### src/hw/rtl/gwm_pkg.sv
// Shared types, codes and helpers for the glob wildcard matcher.
package gwm_pkg;

  localparam logic [1:0] OP_PAT_WR = 2'd0;
  localparam logic [1:0] OP_ENTRY  = 2'd1;
  localparam logic [1:0] OP_EMPTY  = 2'd2;

  localparam logic REG_CASE_SENSITIVE = 1'b0;
  localparam logic REG_PATTERN_LENGTH = 1'b1;

  localparam logic [7:0] CH_STAR  = 8'h2A;
  localparam logic [7:0] CH_QUEST = 8'h3F;

  // Per-transfer control broadcast to every cell.
  typedef struct packed {
    logic use_init;  // evaluate from the start set (empty entry)
    logic load;      // capture the advanced set
    logic restart;   // entry finished, back to the start set
  } gwm_ctl_t;

  function automatic logic [7:0] fold_char(input logic [7:0] c, input logic case_sens);
    logic [7:0] r;
    r = c;
    if (!case_sens && (c >= 8'h41) && (c <= 8'h5A)) begin
      r = c + 8'h20;
    end
    return r;
  endfunction

endpackage

### src/hw/rtl/gwm_cell.sv
// One pattern position: stored pattern byte, active bit and its links to the neighbors.
module gwm_cell
  import gwm_pkg::*;
(
  input  logic       clk,
  input  logic       rst_n,
  input  logic       init_bit,
  input  gwm_ctl_t   ctl,
  input  logic       pos_en,
  input  logic       case_sens,
  input  logic [7:0] ch_f,
  input  logic       pat_we,
  input  logic [7:0] pat_data,
  input  logic       c_in,
  input  logic       adv_in,
  input  logic       n_in,
  output logic       c_out,
  output logic       adv_out,
  output logic       n_out,
  output logic       c_here,
  output logic       n_here,
  output logic       act_q
);

  logic [7:0] pat_r;
  logic       act_r;
  logic       act_nxt;
  logic       is_star;
  logic       hit;

  always_ff @(posedge clk) begin
    if (pat_we) begin
      pat_r <= pat_data;
    end
  end

  assign is_star = (pat_r == CH_STAR);
  assign hit     = (pat_r == CH_QUEST) || (fold_char(pat_r, case_sens) == ch_f);

  // closure of the held set, then one step on the entry byte, then closure again
  assign c_here  = (ctl.use_init ? init_bit : act_r) | c_in;
  assign c_out   = c_here & pos_en & is_star;
  assign adv_out = c_here & pos_en & ~is_star & hit;
  assign n_here  = c_out | adv_in | n_in;
  assign n_out   = n_here & pos_en & is_star;

  always_comb begin
    act_nxt = act_r;
    if (ctl.restart) begin
      act_nxt = init_bit;
    end else if (ctl.load) begin
      act_nxt = n_here;
    end
  end

  always_ff @(posedge clk) begin
    if (!rst_n) begin
      act_r <= init_bit;
    end else begin
      act_r <= act_nxt;
    end
  end

  assign act_q = act_r;

endmodule

### src/hw/rtl/glob_wildcard_matcher.sv
// Top level of the glob wildcard matcher: cell row, configuration and result register.
//
// Input channel (in_*): opcode 0 writes pattern byte in_char_value at in_pattern_index,
// opcode 1 feeds one entry byte (in_last marks the final one), opcode 2 judges an
// empty entry; opcode 3 is dropped. Each cell of the row holds one pattern byte and
// one active-position bit; a star propagates activity to the right like a carry chain,
// so the whole active set advances by one entry byte per cycle.
// Result channel (out_*): one transfer per finished entry (opcode 1 with last, or
// opcode 2), out_matched high when the entry matches. out_valid rises in the cycle
// after the input transfer. Throughput is one item per cycle; the output register
// lets a new item in whenever it is empty or being drained in the same cycle, so a
// stalled receiver holds back the input only while a result is waiting.
// Configuration (cfg_*): index 0 case_sensitive, index 1 pattern_length; always ready.
// The user writes it only while the block is idle (unenforced). Length 0 matches every entry.
// Reset (synchronous, rst_n low): case sensitive, length 0, only position zero active,
// output empty. Pattern bytes are undefined until written.
module glob_wildcard_matcher
  import gwm_pkg::*;
#(
  parameter int PATTERN_MAX = 32
) (
  input  logic       clk,
  input  logic       rst_n,
  input  logic       in_valid,
  output logic       in_ready,
  input  logic [1:0] in_opcode,
  input  logic [4:0] in_pattern_index,
  input  logic [7:0] in_char_value,
  input  logic       in_last,
  output logic       out_valid,
  input  logic       out_ready,
  output logic       out_matched,
  input  logic       cfg_valid,
  output logic       cfg_ready,
  input  logic       cfg_index,
  input  logic [5:0] cfg_data
);

  localparam int         LEN_W = $clog2(PATTERN_MAX + 1);
  localparam logic [5:0] MAX6  = 6'(PATTERN_MAX);

  // configuration registers
  logic       case_sens_r;
  logic [5:0] len_r;
  logic       cfg_fire;

  assign cfg_ready = 1'b1;
  assign cfg_fire  = cfg_valid & cfg_ready;

  always_ff @(posedge clk) begin
    if (!rst_n) begin
      case_sens_r <= 1'b1;
      len_r       <= 6'd0;
    end else if (cfg_fire) begin
      case (cfg_index)
        REG_CASE_SENSITIVE: case_sens_r <= cfg_data[0];
        REG_PATTERN_LENGTH: len_r       <= cfg_data;
        default: ;
      endcase
    end
  end

  // lengths above the row size clamp to the row size
  logic [LEN_W-1:0] eff_len;
  assign eff_len = (len_r > MAX6) ? LEN_W'(PATTERN_MAX) : LEN_W'(len_r);

  // input handshake and decode
  logic     in_fire;
  logic     is_entry;
  logic     is_empty;
  logic     is_result;
  gwm_ctl_t ctl;
  logic [7:0] ch_f;

  logic out_valid_r, out_valid_nxt;
  logic out_matched_r, out_matched_nxt;

  assign in_ready  = ~out_valid_r | out_ready;
  assign in_fire   = in_valid & in_ready;
  assign is_entry  = in_fire & (in_opcode == OP_ENTRY);
  assign is_empty  = in_fire & (in_opcode == OP_EMPTY);
  assign is_result = is_empty | (is_entry & in_last);

  assign ctl.use_init = (in_opcode == OP_EMPTY);
  assign ctl.load     = is_entry;
  assign ctl.restart  = is_result;

  assign ch_f = fold_char(in_char_value, case_sens_r);

  // cell row; links carry closure, advance and post-advance closure rightward
  logic [PATTERN_MAX:0]   c_link, adv_link, n_link;
  logic [PATTERN_MAX:0]   c_vec, n_vec;
  logic [PATTERN_MAX-1:0] act_vec;

  assign c_link[0]   = 1'b0;
  assign adv_link[0] = 1'b0;
  assign n_link[0]   = 1'b0;

  for (genvar i = 0; i < PATTERN_MAX; i++) begin : g_cell
    logic pat_we;
    logic pos_en;
    assign pat_we = in_fire && (in_opcode == OP_PAT_WR) &&
                    ({1'b0, in_pattern_index} == 6'(i));
    assign pos_en = (LEN_W'(i) < eff_len);

    gwm_cell u_cell (
      .clk      (clk),
      .rst_n    (rst_n),
      .init_bit ((i == 0) ? 1'b1 : 1'b0),
      .ctl      (ctl),
      .pos_en   (pos_en),
      .case_sens(case_sens_r),
      .ch_f     (ch_f),
      .pat_we   (pat_we),
      .pat_data (in_char_value),
      .c_in     (c_link[i]),
      .adv_in   (adv_link[i]),
      .n_in     (n_link[i]),
      .c_out    (c_link[i+1]),
      .adv_out  (adv_link[i+1]),
      .n_out    (n_link[i+1]),
      .c_here   (c_vec[i]),
      .n_here   (n_vec[i]),
      .act_q    (act_vec[i])
    );
  end

  // the end position has no cell; only its left neighbor can reach it
  assign c_vec[PATTERN_MAX] = c_link[PATTERN_MAX];
  assign n_vec[PATTERN_MAX] = adv_link[PATTERN_MAX] | n_link[PATTERN_MAX];

  // result register: match means the end position is active
  always_comb begin
    out_valid_nxt   = out_valid_r;
    out_matched_nxt = out_matched_r;
    if (is_result) begin
      out_valid_nxt = 1'b1;
      if (eff_len == '0) begin
        out_matched_nxt = 1'b1;
      end else if (is_empty) begin
        out_matched_nxt = c_vec[eff_len];
      end else begin
        out_matched_nxt = n_vec[eff_len];
      end
    end else if (out_ready) begin
      out_valid_nxt = 1'b0;
    end
  end

  always_ff @(posedge clk) begin
    if (!rst_n) begin
      out_valid_r <= 1'b0;
    end else begin
      out_valid_r <= out_valid_nxt;
    end
  end

  always_ff @(posedge clk) begin
    out_matched_r <= out_matched_nxt;
  end

  assign out_valid   = out_valid_r;
  assign out_matched = out_matched_r;

  // a waiting result blocks new transfers
  assert property (@(posedge clk) disable iff (!rst_n)
    (out_valid && !out_ready) |-> !in_ready)
    else $error("input taken while result stalled");

  // every finished entry leaves only position zero active
  assert property (@(posedge clk) disable iff (!rst_n)
    is_result |=> (act_vec == PATTERN_MAX'(1)))
    else $error("active set not restarted after result");

  // empty pattern matches the empty entry
  assert property (@(posedge clk) disable iff (!rst_n)
    (is_empty && (len_r == 6'd0)) |=> (out_valid && out_matched))
    else $error("zero-length pattern did not match");

  // length write lands in the register
  assert property (@(posedge clk) disable iff (!rst_n)
    (cfg_fire && (cfg_index == REG_PATTERN_LENGTH)) |=> (len_r == $past(cfg_data)))
    else $error("pattern length write lost");

endmodule
### config.mk
export PLATFORM = sky130hd
export DESIGN_NAME = glob_wildcard_matcher
export DESIGN_NICKNAME = d
export VERILOG_FILES = /design/src/hw/rtl/gwm_pkg.sv /design/src/hw/rtl/gwm_cell.sv /design/src/hw/rtl/glob_wildcard_matcher.sv
export SDC_FILE = /design/constraint.sdc
export NUM_CORES = 1
export LEC_CHECK = 0
export BUFFER_PORTS_ARGS = -buffer_cell sky130_fd_sc_hd__buf_4
export CORE_MARGIN = 2
export CORE_UTILIZATION = 65
export DETAILED_ROUTE_END_ITERATION = 8
export PLACE_DENSITY = 0.82
export SLEW_MARGIN = 20
export SYNTH_ARGS = -nofsm -noshare
export SYNTH_HDL_FRONTEND = slang
export SYNTH_SLANG_ARGS = --single-unit
### constraint.sdc
create_clock -name clk -period 11.4 [get_ports clk]
set_clock_uncertainty 0.2 [all_clocks]
set_input_delay 1.71 -clock clk [delete_from_list [all_inputs] [get_ports clk]]
set_output_delay 1.71 -clock clk [all_outputs]
set_load 0.03 [all_outputs]
After elaboration in Yosys (flattened, before gate mapping)
Cells that the tools add are included.
{ "totals": {"reg_bits": 297, "in_bits": 28, "word_cells": 869} }
{ "op_classes": {"n_addsub": 33, "magnitude_cmp": 100, "eq_ne": 129, "n_mux": 73, "n_bitwise": 327, "n_reduce_logical": 139} }
{ "op_table": {"columns": ["op", "count"], "rows": [
  ["equality test 8 x 6 -> 1 bit (second input constant)", 64],
  ["adder 8 x 6 -> 8 bit (second input constant)", 33],
  ["greater-or-equal comparator 8 x 7 -> 1 bit (second input constant)", 33],
  ["less-or-equal comparator 8 x 7 -> 1 bit (second input constant)", 33],
  ["two-way mux 8 bit", 33],
  ["equality test 8 bit", 32],
  ["AND 1 bit", 196],
  ["logical AND 1 bit", 99],
  ["< comparator 5 x 6 -> 1 bit (first input constant)", 16],
  ["OR 1 bit", 96],
  ["equality test 5 bit (second input constant)", 16],
  ["< comparator 4 x 6 -> 1 bit (first input constant)", 8],
  ["equality test 5 x 4 -> 1 bit (second input constant)", 8],
  ["two-way mux 1 bit", 37],
  ["inverter 1 bit", 35],
  ["logical OR 1 bit", 32],
  ["< comparator 3 x 6 -> 1 bit (first input constant)", 4],
  ["equality test 5 x 3 -> 1 bit (second input constant)", 4],
  ["binary-select mux 1 bit (select 6 bit)", 2],
  ["< comparator 1 x 6 -> 1 bit (first input constant)", 2],
  ["< comparator 2 x 6 -> 1 bit (first input constant)", 2],
  ["equality test 5 x 2 -> 1 bit (second input constant)", 2],
  ["< comparator 6 x 7 -> 1 bit (second input constant)", 1],
  ["> comparator 6 bit (second input constant)", 1],
  ["other kinds (11)", 12]
]} }

Longest topological paths before layout
{ "depth": {"ltp_word": 106, "ltp_mapped": 20, "depth_no_buf": 17} }

Modules after synthesis
From an unflattened synthesis, not the netlist that was laid out.
{ "unflattened": {"cells_unflattened": 1825, "area_unflattened_um2": 20010.4} }
{ "modules_own_cells": {"columns": ["mod", "instances", "cells_each", "area_per_inst_um2", "seq_area_each_um2"], "rows": [
  ["gwm_cell (g_cell[0].u_cell ...)", 31, 49, 571.8, 270.3],
  ["glob_wildcard_matcher", 1, 257, 1699.1, 190.2],
  ["gwm_cell (g_cell[9].u_cell)", 1, 49, 585.6, 270.3]
]} }

Worst setup path before layout
OpenSTA, ideal clock, no wires.
{ "synth_path": {"path_kind": "input to register", "from": "input in_char_value[4]", "to": "register out_matched_r, in the netlist out_matched, data pin", "setup_time_ps": 135, "arrival_ps": 5667, "t_required_ps": 11065, "slack_ps": 5398, "cell_stages": 18, "path_buffers": 4, "path_cell_list": "clkbuf_1 clkbuf_1 clkbuf_1 clkbuf_1 xor2_1 nor3_1 nand3_1 nor4_1 o41ai_1 nand2_1 a31oi_1 a31oi_2 nor3_2 o31ai_2 a22oi_4 a2111oi_1 nor4_1 nand3_1"} }
{ "synth_between": {"elab_chain_cells": 105, "elab_cells_between_ends": 230, "classes_between": "add/sub (1); order compare (2); eq/ne (32); mux (4); bitwise (157); reduce/logical (34)"} }
{ "synth_lines": {"columns": ["element", "line", "text"], "rows": [
  ["from (decl)", "glob_wildcard_matcher.sv:28", "input logic [7:0] in_char_value,"],
  ["greater-or-equal comparator 8 x 7 -> 1 bit", "gwm_pkg.sv:24", "if (!case_sens && (c >= 8'h41) && (c <= 8'h5A)) begin"],
  ["logical AND 1 bit (2 in series)", "gwm_pkg.sv:24", null],
  ["two-way mux 8 bit *", "gwm_pkg.sv:24", null],
  ["equality test 8 bit", "gwm_cell.sv:38", "assign hit = (pat_r == CH_QUEST) || (fold_char(pat_r, case_sens) == ch_f);"],
  ["logical OR 1 bit", "gwm_cell.sv:38", null],
  ["AND 1 bit", "gwm_cell.sv:43", "assign adv_out = c_here & pos_en & ~is_star & hit;"],
  ["OR 1 bit (2 in series)", "gwm_cell.sv:44", "assign n_here = c_out | adv_in | n_in;"],
  ["AND 1 bit (2 in series)", "gwm_cell.sv:45", "assign n_out = n_here & pos_en & is_star;"],
  ["[84 not listed]", null, null],
  ["OR 1 bit", "gwm_cell.sv:44", null],
  ["AND 1 bit (2 in series)", "gwm_cell.sv:45", null],
  ["OR 1 bit", "gwm_cell.sv:44", null],
  ["AND 1 bit (2 in series)", "gwm_cell.sv:45", null],
  ["OR 1 bit", "glob_wildcard_matcher.sv:130", "assign n_vec[PATTERN_MAX] = adv_link[PATTERN_MAX] | n_link[PATTERN_MAX];"],
  ["binary-select mux 1 bit (select 6 bit) *", "glob_wildcard_matcher.sv:143", "out_matched_nxt = n_vec[eff_len];"],
  ["two-way mux 1 bit (implied by the code) *", "glob_wildcard_matcher.sv:143", null],
  ["two-way mux 1 bit *", "glob_wildcard_matcher.sv:140", "end else if (is_empty) begin"],
  ["to (signal assigned)", "glob_wildcard_matcher.sv:159", "out_matched_r <= out_matched_nxt;"],
  ["to (decl)", "glob_wildcard_matcher.sv:76", "logic out_matched_r, out_matched_nxt;"]
]} }
Mark *: on every way between the ends. The rest lies on a longest branch, timed or not. The select of a mux whose other input is x is not followed.
A chain may end at the register's enable or synchronous reset.

Worst setup path after layout
{ "layout_path": {"from": "input in_char_value[1]", "to": "register out_matched_r, in the netlist out_matched, data pin"} }
Same word-level chain as after synthesis.

==> results.toml <==
[setup_path]
required_ns = 11.46
critPathLaunchType = "primary input"
critical_path_class = "in2reg"
cp-startpoint = "in_char_value[1]"
worst_r2r_endpoint = "out_matched$_SDFFCE_PN1P_"
path_max_fanout = 35
cp.arrival_ns = 7.12
r2r-start = "len_r[5]$_SDFFE_PN0P_"
cpPeakStageDelay_ns = 0.83
end_kind = "flop"
cp_cell_sequence = "buf_4 > nor3_1 > a21oi_1 > a31o_2 > buf_4 > xnor2_1 > nor4_1 > a31oi_1 > o32ai_1 > a2111oi_2 > nand2_1 > a31o_2 > a22oi_1 > o22a_1 > a2111oi_0 > o32a_1 > nor4_1 > nand3_1"
reg2reg_slack_ns = 5.03
cp-endpoint = "out_matched$_SDFFCE_PN1P_"
ff2ff_path_depth = 17
cp_slowest_cell = "a31o_2"

[timing]
report.final.slew_viol_count = 0
period_needed_ns = 7.05
setup-tns-final_ns = 0
rsz0062_at_grt = "no"
maxSlewHeadroom_pct = 16.6
fmax_mhz = 142
period_share_pct = 61.9
hold_viol = 0
worst_slew_pin_slew_ns = 1.24
setup_slack_ns = 4.35
setup_viol = 0

[synthesis]
ys_types = 97
synth_edf_count = 257
synthFlopType = "edfxtp_1"
async_flop_share_pct = 0
synth_cells = 2098
ys_warn_count = 0
syn-num-nets = 2159
netlist_area_mm2 = 0.0197
ys_seq_elements = 297
ys_seq_area_share_pct = 43.2
syn_area_per_cell_um2 = 9.41

[drt]
vias_per_cell = 7.17
vias = 18000
wl_per_cell_um = 24.4
firstDrtPassIters = 5
finalWirelength_um = 61300
initialDrtViolationCount = 3017
ant_nets = 0
drc_errors = 0

[floorplanning]
io_pins = 32
die_w_um = 178
rows = 63
die_h_um = 178
dieArea_mm2 = 0.0318
start_util_pct = 66.2
core_area_mm2 = 0.0298

[placement]
dp_hpwl_um = 41000
globalplace.congestion = 1.01
place_ws_ns = 4.06
port_buffers = 30

[min_path]
hold_path.class = "reg2reg"
hp-start = "g_cell[26].u_cell.act_q$_SDFFE_PP0P_"

[clock_tree]
clock_latency_ns = 0.53
clock-root-buffer = "clkbuf_16"
max-clock-path-buffers = 3
htreeDepth = 2
hold_buffers = 0
cts_sinks = 297
cts_buffers = 34
clkTransAtPathRegs_ns = 0.06
postCtsSetupBuffers = 0
ctsResizeCount = 0
cts_tree = "done"

[cells_and_area]
final_common_cell = "edfxtp_1"
final_cell_mix = "edfxtp_1, nor2_1, nand2_1"
area_delta_synth_final_pct = 8.97
n_fill_cell = 2141
antenna_cells = 0
seqCellArea_mm2 = 0.00852
final_core_util_pct = 72.2
drive_above_1_share_pct = 7.85
multi_input_area_mm2 = 0.0107
nNetsFinal = 2164

[power]
p_per_area_mw_per_mm2 = 119
max-vdd-ir-drop_v = 0.000126
p_total_mw = 2.56
p_leak_nw = 7.11

[global_routing]
grt_pass1_vias = 16700
overflow = 0
grt_max_degree = 48
track_usage_pct = 38.3
grt_pass1_wl_um = 93500
antenna_found_initial = 0

[flow_run]
maxCapViolCount = 0

[outcome]
outcome = "complete, no violations"
how the worst min path moves through the flow:
| stage | to | slack (ns) | cells past startpoint |
|---|---|---|---|
| after floorplan | g_cell[23].u_cell.act_q$_SDFFE_PP0P_ | 0.23 | 2 |
| after global placement | g_cell[26].u_cell.act_q$_SDFFE_PP0P_ | 0.25 | 2 |
| after detailed placement | g_cell[26].u_cell.act_q$_SDFFE_PP0P_ | 0.25 | 2 |
| after CTS | g_cell[26].u_cell.act_q$_SDFFE_PP0P_ | 0.27 | 2 |
| after global routing | g_cell[26].u_cell.act_q$_SDFFE_PP0P_ | 0.28 | 2 |
| final | g_cell[26].u_cell.act_q$_SDFFE_PP0P_ | 0.27 | 2 |
registers in the layout, indices dropped and copies added, names as in the netlist:
| signal | flops |
|---|---|
| case_sens_r | 1 |
| g_cell.u_cell.act_q | 32 |
| len_r | 6 |
| g_cell.u_cell.pat_r | 256 |
| out_valid | 1 |
| out_matched | 1 |
report_power, final:
| group | internal (mW) | switching [mW] |
|---|---|---|
| Sequential | 1.19 | 0.00907 |
| Combinational | 0.0643 | 0.152 |
| Clock | 0.690 | 0.451 |
per-layer routing:
metal	part of all wire (%)	global-route usage, %
met1	39	54.5
met2	43	57.2
met5	0	0
met4	3.8	15.5
met3	14	8.29
final cells by class:
type                            count  share of cell area (%)
Timing Repair Buffer               55                    1.92
Inverter                           66                    1.15
Sequential cell                   297                    39.6
Multi-Input combinational cell   1649                    49.7
Clock inverter                     14                   0.861
Tap cell                          390                    2.27
Clock buffer                       47                    4.52
Yosys cell counts (11+ instances only):
cell | number | area share, %
o21ai_0 | 66 | 1.7
nand3_1 | 90 | 2.3
a21oi_1 | 111 | 2.8
a21o_1 | 36 | 1.4
and3_1 | 18 | 0.57
or4_1 | 14 | 0.53
o211ai_1 | 13 | 0.49
or3_1 | 23 | 0.73
nand2b_1 | 25 | 0.79
buf_2 | 17 | 0.43
a41oi_1 | 18 | 0.80
edfxtp_1 | 257 | 39
xnor2_1 | 104 | 4.6
nand2_1 | 151 | 2.9
o31ai_1 | 16 | 0.61
a211oi_1 | 34 | 1.3
ha_1 | 33 | 2.1
nor4b_1 | 15 | 0.67
or2_2 | 15 | 0.48
and2_1 | 16 | 0.51
nor3_1 | 121 | 3.1
a31oi_1 | 60 | 1.9
clkbuf_1 | 52 | 0.99
nor4_1 | 31 | 0.98
nor3b_1 | 11 | 0.42
nor2_1 | 223 | 4.2
nand4_1 | 25 | 0.79
o21bai_1 | 11 | 0.42
dfxtp_1 | 40 | 4.1
inv_1 | 66 | 1.3
xor2_1 | 147 | 6.5
buf_1 | 16 | 0.30
worst max-delay path, delay by kind of cell:
kind,cells,cell delay [ns]
compound gates,10,3.45
xor+xnor,1,0.16
buf+inv,2,0.92
simple gates,5,0.83
through the flow:
| step | std cells | cell area (um^2) | hold slack, ns |
|---|---|---|---|
| final | 2518 | 21500 | 0.268 |
| after CTS | 2518 | 21500 | 0.267 |
| after detailed placement | 2457 | 20300 | 0.251 |
| after global routing | 2518 | 21500 | 0.282 |
| after global placement | 2457 | 20300 | 0.249 |
| after floorplan | 2098 | 19700 | 0.232 |
cell families after synthesis:
family | Yosys count | share of synthesized area (%)
compound gates | 527 | 18.9
flops | 297 | 43.2
other cells | 1 | 0.0190
buf+inv | 152 | 3.02
simple gates | 833 | 21.5
mux | 4 | 0.203
fa+ha+maj | 33 | 2.09
xor+xnor | 251 | 11.1
No activity file was read; power rests on OpenSTA's default activity.
